<file path="config.mk">
export PLATFORM = sky130hd
export DESIGN_NAME = lba_to_chs_request_splitter_flat
export DESIGN_NICKNAME = d
export VERILOG_FILES = /design/src/rtl/lbachs_pkg.sv /design/src/rtl/lbachs_req_if.sv /design/src/rtl/lbachs_cmd_if.sv /design/src/rtl/lba_to_chs_request_splitter.sv /design/src/flat_wrapper.sv
export SDC_FILE = /design/constraint.sdc
export NUM_CORES = 1
export LEC_CHECK = 0
export BUFFER_PORTS_ARGS = -buffer_cell sky130_fd_sc_hd__buf_2
export CORE_UTILIZATION = 40
export CTS_BUF_LIST = sky130_fd_sc_hd__clkbuf_16
export DETAILED_ROUTE_END_ITERATION = 8
export HOLD_SLACK_MARGIN = 0.1
export SYNTH_ARGS = -nofsm -noshare
export SYNTH_HDL_FRONTEND = slang
export SYNTH_SLANG_ARGS = --single-unit
export TNS_END_PERCENT = 30
</file>
<file path="constraint.sdc">
create_clock -name clk_i -period 5.69 [get_ports clk_i]
set_input_delay 0.2845 -clock clk_i [delete_from_list [all_inputs] [get_ports clk_i]]
set_output_delay 0.2845 -clock clk_i [all_outputs]
set_load 0.02 [all_outputs]
</file>
<file path="src/rtl/lbachs_pkg.sv">
package lbachs_pkg;

  localparam int unsigned BLK_W      = 32;
  localparam int unsigned CNT_W      = 7;
  localparam int unsigned SPT_W      = 6;
  localparam int unsigned HEAD_W     = 9;
  localparam int unsigned CYL_W      = 11;
  localparam int unsigned CYL_OUT_W  = 10;
  localparam int unsigned HD_OUT_W   = 8;
  localparam int unsigned CFG_IDX_W  = 2;
  localparam int unsigned CFG_DATA_W = 11;

  localparam int unsigned MAX_CHUNK_DEF   = 8;
  localparam int unsigned MAX_REQUEST_DEF = 64;
  localparam int unsigned HW_CHUNK_CAP    = 127;

  localparam logic [SPT_W-1:0]  SPT_RST   = SPT_W'(63);
  localparam logic [HEAD_W-1:0] HEADS_RST = HEAD_W'(16);
  localparam logic [CYL_W-1:0]  CYLS_RST  = CYL_W'(1024);
  localparam logic [HEAD_W-1:0] HEADS_MAX = HEAD_W'(256);
  localparam logic [CYL_W-1:0]  CYLS_MAX  = CYL_W'(1024);

  typedef enum logic [CFG_IDX_W-1:0] {
    CFG_SECTORS_PER_TRACK = 2'd0,
    CFG_HEAD_COUNT        = 2'd1,
    CFG_CYLINDER_COUNT    = 2'd2
  } cfg_idx_e;

endpackage

</file>
<file path="src/rtl/lbachs_req_if.sv">
interface lbachs_req_if;
  logic                              valid;
  logic                              ready;
  logic [lbachs_pkg::BLK_W-1:0]      start_block;
  logic [lbachs_pkg::CNT_W-1:0]      sector_count;

  modport source (output valid, output start_block, output sector_count, input ready);
  modport sink   (input valid, input start_block, input sector_count, output ready);
endinterface

</file>
<file path="src/rtl/lbachs_cmd_if.sv">
interface lbachs_cmd_if;
  logic                              valid;
  logic                              ready;
  logic [lbachs_pkg::CYL_OUT_W-1:0]  cylinder;
  logic [lbachs_pkg::HD_OUT_W-1:0]   head;
  logic [lbachs_pkg::SPT_W-1:0]      sector;
  logic [lbachs_pkg::CNT_W-1:0]      chunk_sectors;
  logic                              range_error;
  logic                              last;

  modport source (output valid, output cylinder, output head, output sector,
                  output chunk_sectors, output range_error, output last, input ready);
  modport sink   (input valid, input cylinder, input head, input sector,
                  input chunk_sectors, input range_error, input last, output ready);
endinterface

</file>
<file path="src/rtl/lba_to_chs_request_splitter.sv">
// Read request splitter: logical block address to cylinder/head/sector commands.
//
// req_i takes one beat per request (start_block, sector_count). cmd_o returns a
// run of command beats, one per chunk, the final one flagged by last. A chunk
// never crosses a track end and holds at most MAX_CHUNK sectors. A cylinder
// beyond the device gives one beat with range_error and last set; an empty
// request gives one beat with only last set.
// The user must write the geometry registers through cfg_we_i/cfg_idx_i/
// cfg_data_i only while no request is in progress; the block does not enforce it.
//
// One restoring divider, one quotient bit per cycle, is used twice per chunk
// (block by sectors per track, then track by heads); the chunk is then sized
// and the beat placed in the output register. req_i.ready is high only while
// no request is in progress. A stalled receiver holds the command beat in the
// output register and the sequencer waits. Reset returns to idle and loads the
// default geometry (63 sectors, 16 heads, 1024 cylinders).
module lba_to_chs_request_splitter #(
  parameter int unsigned MAX_CHUNK   = lbachs_pkg::MAX_CHUNK_DEF,
  parameter int unsigned MAX_REQUEST = lbachs_pkg::MAX_REQUEST_DEF
) (
  input  logic                                clk_i,
  input  logic                                rst_ni,
  input  logic                                cfg_we_i,
  input  logic [lbachs_pkg::CFG_IDX_W-1:0]    cfg_idx_i,
  input  logic [lbachs_pkg::CFG_DATA_W-1:0]   cfg_data_i,
  lbachs_req_if.sink                          req_i,
  lbachs_cmd_if.source                        cmd_o
);

  localparam int unsigned BW     = lbachs_pkg::BLK_W;
  localparam int unsigned CW     = lbachs_pkg::CNT_W;
  localparam int unsigned SW     = lbachs_pkg::SPT_W;
  localparam int unsigned DW     = lbachs_pkg::HEAD_W;
  localparam int unsigned YW     = lbachs_pkg::CYL_W;
  localparam int unsigned STEP_W = $clog2(BW);
  localparam int unsigned CAP    = (MAX_CHUNK < lbachs_pkg::HW_CHUNK_CAP) ?
                                   MAX_CHUNK : lbachs_pkg::HW_CHUNK_CAP;

  typedef enum logic [2:0] {
    ST_IDLE,
    ST_DIV_TRACK,
    ST_DIV_CYL,
    ST_CHUNK,
    ST_EMIT
  } state_e;

  state_e                state_q;
  logic [SW-1:0]         spt_q;
  logic [DW-1:0]         heads_q;
  logic [YW-1:0]         cyls_q;
  logic [BW-1:0]         block_q;
  logic [CW-1:0]         left_q;
  logic [BW-1:0]         quo_q;
  logic [DW-1:0]         rem_q;
  logic [DW-1:0]         div_q;
  logic [STEP_W-1:0]     step_q;
  logic [SW-1:0]         offs_q;

  logic [SW-1:0]         spt_eff;
  logic [DW-1:0]         heads_eff;
  logic [YW-1:0]         cyls_eff;
  logic [DW:0]           rem_sh;
  logic                  ge;
  logic [DW-1:0]         rem_n;
  logic [BW-1:0]         quo_n;
  logic                  cyl_over;
  logic [CW-1:0]         room;
  logic [CW-1:0]         n_cap;
  logic [CW-1:0]         n_chunk;
  logic [CW-1:0]         cnt_sat;

  assign spt_eff   = (spt_q == '0) ? SW'(1) : spt_q;
  assign heads_eff = (heads_q == '0) ? DW'(1) :
                     (heads_q > lbachs_pkg::HEADS_MAX) ? lbachs_pkg::HEADS_MAX : heads_q;
  assign cyls_eff  = (cyls_q > lbachs_pkg::CYLS_MAX) ? lbachs_pkg::CYLS_MAX : cyls_q;

  // shared restoring divider step
  assign rem_sh = {rem_q, quo_q[BW-1]};
  assign ge     = rem_sh >= {1'b0, div_q};
  assign rem_n  = ge ? DW'(rem_sh - {1'b0, div_q}) : DW'(rem_sh);
  assign quo_n  = {quo_q[BW-2:0], ge};

  assign cyl_over = (quo_q[BW-1:YW] != '0) || (quo_q[YW-1:0] >= cyls_eff);
  assign room     = CW'(spt_eff) - CW'(offs_q);
  assign n_cap    = (left_q > CW'(CAP)) ? CW'(CAP) : left_q;
  assign n_chunk  = (n_cap > room) ? room : n_cap;
  assign cnt_sat  = (req_i.sector_count > CW'(MAX_REQUEST)) ?
                    CW'(MAX_REQUEST) : req_i.sector_count;

  assign req_i.ready = (state_q == ST_IDLE);

  always_ff @(posedge clk_i or negedge rst_ni) begin
    if (!rst_ni) begin
      spt_q   <= lbachs_pkg::SPT_RST;
      heads_q <= lbachs_pkg::HEADS_RST;
      cyls_q  <= lbachs_pkg::CYLS_RST;
    end else if (cfg_we_i) begin
      unique case (lbachs_pkg::cfg_idx_e'(cfg_idx_i))
        lbachs_pkg::CFG_SECTORS_PER_TRACK: spt_q   <= cfg_data_i[SW-1:0];
        lbachs_pkg::CFG_HEAD_COUNT:        heads_q <= cfg_data_i[DW-1:0];
        lbachs_pkg::CFG_CYLINDER_COUNT:    cyls_q  <= cfg_data_i[YW-1:0];
        default: ;
      endcase
    end
  end

  always_ff @(posedge clk_i or negedge rst_ni) begin
    if (!rst_ni) begin
      state_q     <= ST_IDLE;
      cmd_o.valid <= 1'b0;
      left_q      <= '0;
      step_q      <= '0;
    end else begin
      unique case (state_q)
        ST_IDLE: begin
          if (req_i.valid) begin
            block_q <= req_i.start_block;
            left_q  <= cnt_sat;
            if (cnt_sat == '0) begin
              cmd_o.cylinder      <= '0;
              cmd_o.head          <= '0;
              cmd_o.sector        <= '0;
              cmd_o.chunk_sectors <= '0;
              cmd_o.range_error   <= 1'b0;
              cmd_o.last          <= 1'b1;
              cmd_o.valid         <= 1'b1;
              state_q             <= ST_EMIT;
            end else begin
              quo_q   <= req_i.start_block;
              rem_q   <= '0;
              div_q   <= DW'(spt_eff);
              step_q  <= STEP_W'(BW - 1);
              state_q <= ST_DIV_TRACK;
            end
          end
        end
        ST_DIV_TRACK: begin
          quo_q <= quo_n;
          if (step_q == '0) begin
            offs_q  <= rem_n[SW-1:0];
            rem_q   <= '0;
            div_q   <= heads_eff;
            step_q  <= STEP_W'(BW - 1);
            state_q <= ST_DIV_CYL;
          end else begin
            rem_q  <= rem_n;
            step_q <= step_q - STEP_W'(1);
          end
        end
        ST_DIV_CYL: begin
          quo_q  <= quo_n;
          rem_q  <= rem_n;
          step_q <= step_q - STEP_W'(1);
          if (step_q == '0) begin
            state_q <= ST_CHUNK;
          end
        end
        ST_CHUNK: begin
          cmd_o.valid <= 1'b1;
          state_q     <= ST_EMIT;
          if (cyl_over) begin
            cmd_o.cylinder      <= '0;
            cmd_o.head          <= '0;
            cmd_o.sector        <= '0;
            cmd_o.chunk_sectors <= '0;
            cmd_o.range_error   <= 1'b1;
            cmd_o.last          <= 1'b1;
            left_q              <= '0;
          end else begin
            cmd_o.cylinder      <= quo_q[lbachs_pkg::CYL_OUT_W-1:0];
            cmd_o.head          <= rem_q[lbachs_pkg::HD_OUT_W-1:0];
            cmd_o.sector        <= offs_q + SW'(1);
            cmd_o.chunk_sectors <= n_chunk;
            cmd_o.range_error   <= 1'b0;
            cmd_o.last          <= (left_q == n_chunk);
            left_q              <= left_q - n_chunk;
            block_q             <= block_q + BW'(n_chunk);
          end
        end
        ST_EMIT: begin
          if (cmd_o.ready) begin
            cmd_o.valid <= 1'b0;
            if (cmd_o.last) begin
              state_q <= ST_IDLE;
            end else begin
              quo_q   <= block_q;
              rem_q   <= '0;
              div_q   <= DW'(spt_eff);
              step_q  <= STEP_W'(BW - 1);
              state_q <= ST_DIV_TRACK;
            end
          end
        end
        default: state_q <= ST_IDLE;
      endcase
    end
  end

  a_err_is_last: assert property (@(posedge clk_i) disable iff (!rst_ni)
    cmd_o.valid && cmd_o.range_error |-> cmd_o.last && cmd_o.chunk_sectors == '0)
    else $error("range error beat not final or not empty");

  a_no_overlap: assert property (@(posedge clk_i) disable iff (!rst_ni)
    req_i.ready |-> !cmd_o.valid)
    else $error("request taken while a command beat is pending");

  a_empty_is_last: assert property (@(posedge clk_i) disable iff (!rst_ni)
    cmd_o.valid && cmd_o.chunk_sectors == '0 |-> cmd_o.last)
    else $error("empty command beat that is not final");

  a_left_bound: assert property (@(posedge clk_i) disable iff (!rst_ni)
    state_q != ST_IDLE |-> left_q <= CW'(MAX_REQUEST))
    else $error("remaining count above request limit");

  a_chunk_bound: assert property (@(posedge clk_i) disable iff (!rst_ni)
    cmd_o.valid |-> cmd_o.chunk_sectors <= CW'(CAP))
    else $error("chunk larger than the chunk limit");

endmodule

</file>
<file path="src/flat_wrapper.sv">
// flat-port wrapper written by rule: the top's interface ports become plain ports
module lba_to_chs_request_splitter_flat 
#(
  parameter int unsigned MAX_CHUNK   = lbachs_pkg::MAX_CHUNK_DEF,
  parameter int unsigned MAX_REQUEST = lbachs_pkg::MAX_REQUEST_DEF
)
  (clk_i, rst_ni, cfg_we_i, cfg_idx_i, cfg_data_i, req_i_valid, req_i_start_block, req_i_sector_count, req_i_ready, cmd_o_valid, cmd_o_cylinder, cmd_o_head, cmd_o_sector, cmd_o_chunk_sectors, cmd_o_range_error, cmd_o_last, cmd_o_ready);
  lbachs_req_if req_i_i ();
  lbachs_cmd_if cmd_o_i ();
  input  logic clk_i;
  input  logic rst_ni;
  input  logic cfg_we_i;
  input  logic [lbachs_pkg::CFG_IDX_W-1:0] cfg_idx_i;
  input  logic [lbachs_pkg::CFG_DATA_W-1:0] cfg_data_i;
  input wire logic [$bits(req_i_i.valid)-1:0] req_i_valid;
  input wire logic [$bits(req_i_i.start_block)-1:0] req_i_start_block;
  input wire logic [$bits(req_i_i.sector_count)-1:0] req_i_sector_count;
  output wire logic [$bits(req_i_i.ready)-1:0] req_i_ready;
  output wire logic [$bits(cmd_o_i.valid)-1:0] cmd_o_valid;
  output wire logic [$bits(cmd_o_i.cylinder)-1:0] cmd_o_cylinder;
  output wire logic [$bits(cmd_o_i.head)-1:0] cmd_o_head;
  output wire logic [$bits(cmd_o_i.sector)-1:0] cmd_o_sector;
  output wire logic [$bits(cmd_o_i.chunk_sectors)-1:0] cmd_o_chunk_sectors;
  output wire logic [$bits(cmd_o_i.range_error)-1:0] cmd_o_range_error;
  output wire logic [$bits(cmd_o_i.last)-1:0] cmd_o_last;
  input wire logic [$bits(cmd_o_i.ready)-1:0] cmd_o_ready;
  assign req_i_i.valid = req_i_valid;
  assign req_i_i.start_block = req_i_start_block;
  assign req_i_i.sector_count = req_i_sector_count;
  assign req_i_ready = req_i_i.ready;
  assign cmd_o_valid = cmd_o_i.valid;
  assign cmd_o_cylinder = cmd_o_i.cylinder;
  assign cmd_o_head = cmd_o_i.head;
  assign cmd_o_sector = cmd_o_i.sector;
  assign cmd_o_chunk_sectors = cmd_o_i.chunk_sectors;
  assign cmd_o_range_error = cmd_o_i.range_error;
  assign cmd_o_last = cmd_o_i.last;
  assign cmd_o_i.ready = cmd_o_ready;
  lba_to_chs_request_splitter #(.MAX_CHUNK(MAX_CHUNK), .MAX_REQUEST(MAX_REQUEST)) u_core (.clk_i(clk_i), .rst_ni(rst_ni), .cfg_we_i(cfg_we_i), .cfg_idx_i(cfg_idx_i), .cfg_data_i(cfg_data_i), .req_i(req_i_i), .cmd_o(cmd_o_i));
endmodule
</file>
==> key figures, run 1 <==
Timing
  – Final setup viols: 0
  – Max Slew Vio Count: 0
  – Fmax: 0.186 GHz
  – Setup TNS: 0 ns
  – Min Clock Period, post-route: 5.37 ns
  – Worst-Margin Slew: 1.16 ns
  – Hold WS: 0.114 ns
  – Final Hold Viols: 0
  – Max_slew headroom: approximately 22%
  – Layout Skew: 0.0121 ns
  – Crit share post-route: 94.3%

Layout
  – Area Overhead vs Synth: 15.8%
  – Post-route insts no fill: 1277
  – Antenna diodes: 0
  – Layout cells sized above 1: 19.9%
  – # nets final: roughly 1100
  – Design area: 10700 sq um

Critical path
  – FF-to-FF Start: u_core.spt_q[1]
  – Startpoint types: register
  – Critical path capture point type: register
  – R2r setup slk: 0.32 ns
  – CP required: 5.83 ns
  – Crit path from: u_core.spt_q[1]
  – Worst Reg-to-Reg Cells: 22
  – CP Max Fanout: 10
  – Crit Path Class: reg2reg
  – Worst Path Arrival: 5.51 ns
  – R2R Path End: u_core.block_q[31]

Clock network
  – H-tree level count: 4
  – CTS buffer count: 17
  – Worst-Skew Late Latency: ~0.43 ns
  – Clock transition at path regs: roughly 0.07 ns
  – Setup Fix Bufs, Post-CTS: 0
  – CTS Buffer Depth: 2
  – CTS tree: yes
  – Sink Count: about 160
  – Clock root cell: clkbuf_16

Yosys
  – Top FF cell, synth: edfxtp_1
  – Ys async rst share: 25.8%
  – Warnings, synthesis: 0
  – Synth Register Bits: 163
  – Seq/Total Area, Yosys: 50.8%
  – Post-Synthesis Cells: 883
  – Yosys cell types: a little over 70
  – Post-synth EDFFs: 121
  – Synth top cells by count: nand2_1, edfxtp_1, o21ai_0
  – Area of the mapped netlist: 9240 sq um
  – Syn_area_per_cell: 10.5 sq um
  – Largest cells by area after synthesis: edfxtp_1, dfrtp_1, ha_1
  – Synth top area share: between 30 and 40%
  – Area leader, netlist: edfxtp_1
  – Count leader, synth: nand2_1

Global route
  – First-pass GRT wire length: 35700 microns
  – Vias in the first global route: 6750
  – Initial antenna violation count: 0
  – Largest net degree at the start of global routing: 64
  – Total gr overflow: 0
  – Total track usage: 19.4%

Job
  – Max-Cap Viols: 0

Placement
  – Gpl congestion: 0.877
  – IO Port Bufs: 91
  – Dpl hpwl: 16100 microns
  – Cell Count Post-Placement: 1241
  – Placed Area: roughly 10000 sq um

Floorplanning
  – Row cnt: 55
  – Die Height: around 150 microns
  – Die X: 154 microns
  – Top Ports: 92
  – Initial core utilization: 40.8%
  – Die Area: 23700 sq um
  – Core box area: 22600 sq um

Route
  – Drt first-iter violations: between 300 and 400
  – DRT Pass-1 Iters: 4
  – Routed wire length: between 20000 and 25000 microns
  – Met3 Wirelength: 864 microns
  – Routed vias/inst: 5.40
  – Uppermost layer routed: met4
  – M1 WL: 10300 microns
  – Routed via count: 6900
  – Routed wire length per instance: ~17 microns
  – Met2 routed wirelength: between 10000 and 15000 microns
  – Remaining routing DRC violations: 0
  – Antenna Violating Nets Remaining: 0

Min path
  – Hold path startpoint: req_i_sector_count[4]
  – Hold Path End: u_core.left_q[4]
  – Worst hold path stage count: 3
  – Min-Delay Path Class: in2reg

Power
  – Pwr per Cell Area: 432 nW/um^2
  – Max IR drop VDD: 215 uV
  – Static leakage: 0.00423 uW

Outcome
  – Status: completed
power breakdown:
group	switching, uW	leakage (uW)	internal, uW
Clock	520	0.000273	614
Sequential	203	0.00158	1610
Combinational	934	0.00237	740
sequential cells by signal, indices dropped and copies added (netlist names):
name	count
u_core.heads_q	9
u_core.cmd_o.chunk_sectors	7
u_core.rem_q	9
u_core.state_q	3
u_core.cmd_o.cylinder	10
u_core.spt_q	6
u_core.cmd_o.head	8
u_core.cmd_o.valid	1
u_core.offs_q	6
u_core.cmd_o.sector	6
u_core.block_q	32
u_core.div_q	9
u_core.quo_q	32
u_core.cmd_o.last	1
u_core.step_q	5
u_core.cyls_q	11
u_core.left_q	7
u_core.cmd_o.range_error	1
layout make-up:
| type | instances | area, sq um |
|---|---|---|
| Fill cell | 2117 | 11900 |
| Sequential cell | 163 | 4690 |
| Multi-Input combinational cell | 646 | 4340 |
| Timing Repair Buffer | 105 | 566 |
| Clock buffer | 17 | 425 |
| Tap cell | 285 | 357 |
| Inverter | 46 | 173 |
| Clock inverter | 15 | 148 |
per-layer routing:
metal	GRT usage, %	vias up
li1	-	3401
met5	0	-
met3	3.27	27
met2	32.0	171
met1	26.2	3301
met4	5.90	0
placed cells by master (no fill, tap or decap), types with 12 or more instances in the layout:
cell / netlist / final
mux2_2: 30 / 30
o21a_1: 12 / 12
o21ai_0: 54 / 54
xnor2_1: 32 / 32
a21oi_1: 26 / 24
clkbuf_16: 0 / 17
edfxtp_1: 121 / 121
and2_1: 21 / 21
ha_1: 48 / 48
nor2_1: 51 / 48
buf_2: 1 / 91
nor3_1: 26 / 25
inv_1: 44 / 44
dfrtp_1: 34 / 34
nand2_1: 147 / 147
a22oi_1: 37 / 37
stage by stage:
step | setup slack [ns] | util (%) | power, uW
floorplan | 0.812 | - | 3040
global placement | 0.375 | 44.4 | 3450
detailed placement | 0.149 | 44.4 | 3480
CTS | 0.103 | 47.1 | 4620
global route | -0.0617 | 47.3 | 4920
finish | 0.322 | 47.3 | 4620
worst max path at each step:
stage | end | slack [ns] | depth (start not counted)
CTS | u_core.block_q[31] | 0.10 | 22
global placement | u_core.block_q[31] | 0.38 | 22
global route | u_core.block_q[23] | -0.06 | 22
detailed placement | u_core.block_q[31] | 0.15 | 22
finish | u_core.block_q[31] | 0.32 | 22
floorplan | u_core.block_q[26] | 0.81 | 22
critical path, cell delays in order (launching register included):
cell	delay [ns]
dfstp_2	0.58
nor2_1	0.06
a21oi_1	0.17
ha_1	0.19
inv_1	0.05
fa_1	0.41
a21o_1	0.20
a21oi_1	0.17
xor2_1	0.11
ha_1	0.30
a211oi_1	0.30
o21bai_1	0.17
nor2_2	0.20
nor2_4	0.10
mux2i_1	0.31
inv_1	0.09
ha_1	0.33
o21ai_0	0.13
o21ai_0	0.42
o211ai_4	0.25
nor4_2	0.29
xnor2_1	0.14
o21ai_0	0.09
what timing repair did:
action                     in CTS  in global routing
hold endpoints to repair       37                  0
hold buffers                    3                  0
setup endpoints to repair       0                 23
gates resized for setup         0                  7
cells by family after synthesis:
kind of cell | Yosys count | share of synthesized area, %
buf+inv | 76 | 3.18
fa+ha+maj | 52 | 7.37
other cells | 1 | 0.0406
mux | 37 | 4.52
compound gates | 184 | 13.1
xor+xnor | 43 | 4.08
flops | 163 | 50.8
simple gates | 327 | 16.9
No activity file was read; power rests on OpenSTA's default activity.
==> run 2, diff against run 1 <==
==> constraint.sdc (replaced) <==
create_clock -name clk_i -period 5.69 [get_ports clk_i]
set_input_delay 1.707 -clock clk_i [delete_from_list [all_inputs] [get_ports clk_i]]
set_output_delay 1.707 -clock clk_i [all_outputs]
set_load 0.02 [all_outputs]
==> run 2 against run 1 <==
Count of clock-buffer cells in the layout unchanged. Combinational power about the same. Worst setup slack improved by 0.086 ns. First-iteration DRC count increased by 18%. Global-route usage about the same. Non-clock buffer count decreased by 4. Cell count decreased by 0.31%. Flip-flop and latch count unchanged. Sequential power about the same. Via count decreased by 0.10%. Wire length decreased by 0.41%. Register-to-register slack improved by 0.09 ns.
==> key figures, run 2 (same netlist as run 1, synthesis figures left out) <==
Outcome
  – Status: completed (unchanged)

Clock network
  – Clock transition at path regs: 0.07 ns (about the same)
  – Worst-Skew Late Latency: 0.43 ns (about the same)
  – Sink Count: 163 (unchanged)
  – CTS buffer count: 17 (unchanged)
  – H-tree level count: 4 (unchanged)
  – CTS Buffer Depth: 2 (unchanged)
  – Setup Fix Bufs, Post-CTS: 0 (unchanged)
  – Clock root cell: clkbuf_16 (unchanged)
  – CTS tree: yes (unchanged)

Timing
  – Worst-Margin Slew: 1.17 ns (was 1.16 ns)
  – Hold WS: 0.512 ns (was 0.114 ns)
  – Max_slew headroom: 21.5% (was 22.3%)
  – Max Slew Vio Count: 0 (unchanged)
  – Min Clock Period, post-route: 5.28 ns (was 5.37 ns)
  – Final Hold Viols: 0 (unchanged)
  – Final setup viols: 0 (unchanged)
  – Fmax: 0.189 GHz (was 0.186 GHz)
  – Unrepaired setup endpoints after global routing: no
  – Setup TNS: 0 ns (unchanged)
  – Layout Skew: 0.0124 ns (was 0.0121 ns)
  – Crit share post-route: 92.8% (was 94.3%)

Layout
  – Layout cells sized above 1: 20.0% (was 19.9%)
  – # nets final: 1084 (was 1088)
  – Post-route insts no fill: 1273 (was 1277)
  – Antenna diodes: 0 (unchanged)
  – Register area: 4690 sq um (unchanged)
  – Filler Cell Count: 2151 (was 2117)
  – Most frequent cells in the layout: nand2_1, edfxtp_1, buf_2 (unchanged)
  – Top Registers: u_core.block_q x32, u_core.quo_q x32, u_core.cyls_q x11 (unchanged)
  – Area Overhead vs Synth: 15.5% (was 15.8%)
  – Footprint of the multi-input gates: 4340 sq um (about the same)
  – Most common cell after layout, fill and taps aside: nand2_1 (unchanged)

Critical path
  – Crit Path Class: reg2reg (unchanged)
  – CP max stage delay: 0.59 ns (was 0.58 ns)
  – Worst Path Arrival: 5.44 ns (was 5.51 ns)
  – Cell Chain, Critical Path: nor2_1 > a21oi_1 > ha_1 > inv_1 > fa_1 > a21o_1 > a21oi_1 > xor2_1 > ha_1 > nand4_1 > a21oi_1 > nor2_2 > nor2_4 > mux2i_1 > inv_1 > ha_1 > o21ai_0 > o21ai_0 > o211ai_4 > nor4_1 > xnor2_1 > o21ai_0 (was nor2_1 > a21oi_1 > ha_1 > inv_1 > fa_1 > a21o_1 > a21oi_1 > xor2_1 > ha_1 > a211oi_1 > o21bai_1 > nor2_2 > nor2_4 > mux2i_1 > inv_1 > ha_1 > o21ai_0 > o21ai_0 > o211ai_4 > nor4_2 > xnor2_1 > o21ai_0)
  – Slowest stage cell, crit path: dfstp_2 (unchanged)
  – Startpoint types: register (unchanged)
  – Critical path capture point type: register (unchanged)
  – CP required: 5.84 ns (was 5.83 ns)
  – CP Max Fanout: 10 (unchanged)

Floorplanning
  – Core box area: 22600 sq um (unchanged)
  – Row cnt: 55 (unchanged)
  – Die Area: 23700 sq um (unchanged)
  – Top Ports: 92 (unchanged)
  – Die Height: 154 microns (unchanged)
  – Initial core utilization: 40.8% (unchanged)
  – Die X: 154 microns (unchanged)

Job
  – Max-Cap Viols: 0 (unchanged)

Route
  – Routed wire length per instance: 17.4 microns (about the same)
  – Routed vias/inst: 5.41 (was 5.40)
  – Antenna Violating Nets Remaining: 0 (unchanged)
  – Routed via count: 6893 (was 6900)
  – Routed wire length: 22100 microns (was 22200 microns)
  – Remaining routing DRC violations: 0 (unchanged)
  – Drt first-iter violations: 386 (was 328)
  – DRT Pass-1 Iters: 6 (was 4)

Power
  – Power Total: 4620 uW (about the same)
  – Pwr per Cell Area: 433 nW/um^2 (was 432 nW/um^2)
  – Static leakage: 0.00421 uW (was 0.00423 uW)
  – Max IR drop VDD: 198 uV (was 215 uV)

Global route
  – Total gr overflow: 0 (unchanged)
  – Initial antenna violation count: 0 (unchanged)
  – Total track usage: 19.4% (about the same)
  – Vias in the first global route: 6741 (was 6750)
  – First-pass GRT wire length: 35600 microns (was 35700 microns)
  – Largest net degree at the start of global routing: 64 (unchanged)

Placement
  – Gpl congestion: 0.879 (was 0.877)
  – IO Port Bufs: 91 (unchanged)
  – Dpl hpwl: 16100 microns (about the same)
  – Cell Count Post-Placement: 1241 (unchanged)

Min path
  – Min-Delay Path Class: reg2reg (was in2reg)
## run 2: metal layers
metal / vias to the layer above / part of all wire [%] / global-route usage [%]
met2: 168 / 47 / 31.9
met3: 31 / 3.9 / 3.66
li1: 3389 / - / -
met5: - / 0 / 0
met1: 3305 / 47 / 26.0
met4: 0 / 1.9 / 6.00
## run 2: what timing repair did
item,4_1_cts,5_1_grt
endpoints found under the setup margin,0,21
resized for setup,0,9
hold buffers,0,0
hold endpoints to repair,0,0
## run 2: worst max-delay path: cells and delay by family, from the launching register on
family                     cells  cell delay, ns
DFF                            1            0.59
muxes                          1            0.34
and+or+nand+nor                5            0.82
buffers and inverters          2            0.13
AOI/OAI and AO/OA              8            1.63
xor gates and xnor gates       2            0.37
adders and majority gates      4            1.13
## run 2: worst paths after layout
path	depth (start not counted)	slack, ns	startpoint	endpoint
max	22	0.41	u_core.spt_q[1]	u_core.block_q[23]
min	1	0.51	u_core.cyls_q[9]	u_core.cyls_q[9]
max reg2reg	22	0.41	u_core.spt_q[1]	u_core.block_q[23]
min reg2reg	1	0.51	u_core.cyls_q[9]	u_core.cyls_q[9]
max in group asynchronous	2	3.94	rst_ni	u_core.heads_q[4]
min in group asynchronous	2	1.35	rst_ni	u_core.left_q[4]
## run 2: where the power goes
| group | total (uW) | leakage [uW] | internal (uW) | switching, uW |
|---|---|---|---|---|
| logic | 1680 | 0.00235 | 742 | 936 |
| registers | 1820 | 0.00158 | 1610 | 203 |
| clock network | 1130 | 0.000269 | 613 | 513 |
| total | 4620 | 0.00421 | 2970 | 1650 |
## run 2: per-stage QoR
step / utilization, % / setup WS (ns) / cell area [sq um]
floorplan: - / 0.0449 / 9250
global placement: 44.4 / 0.372 / 10100
detailed placement: 44.4 / 0.207 / 10100
CTS: 47.0 / 0.167 / 10600
global route: 47.1 / 0.0438 / 10700
finish: 47.1 / 0.409 / 10700
## run 2: cell type report
type | instances | area share (%)
Timing Repair Buffer | 101 | 4.97
Clock buffer | 17 | 3.99
Sequential cell | 163 | 44.0
Clock inverter | 15 | 1.37
Inverter | 46 | 1.62
Tap cell | 285 | 3.34
Multi-Input combinational cell | 646 | 40.7
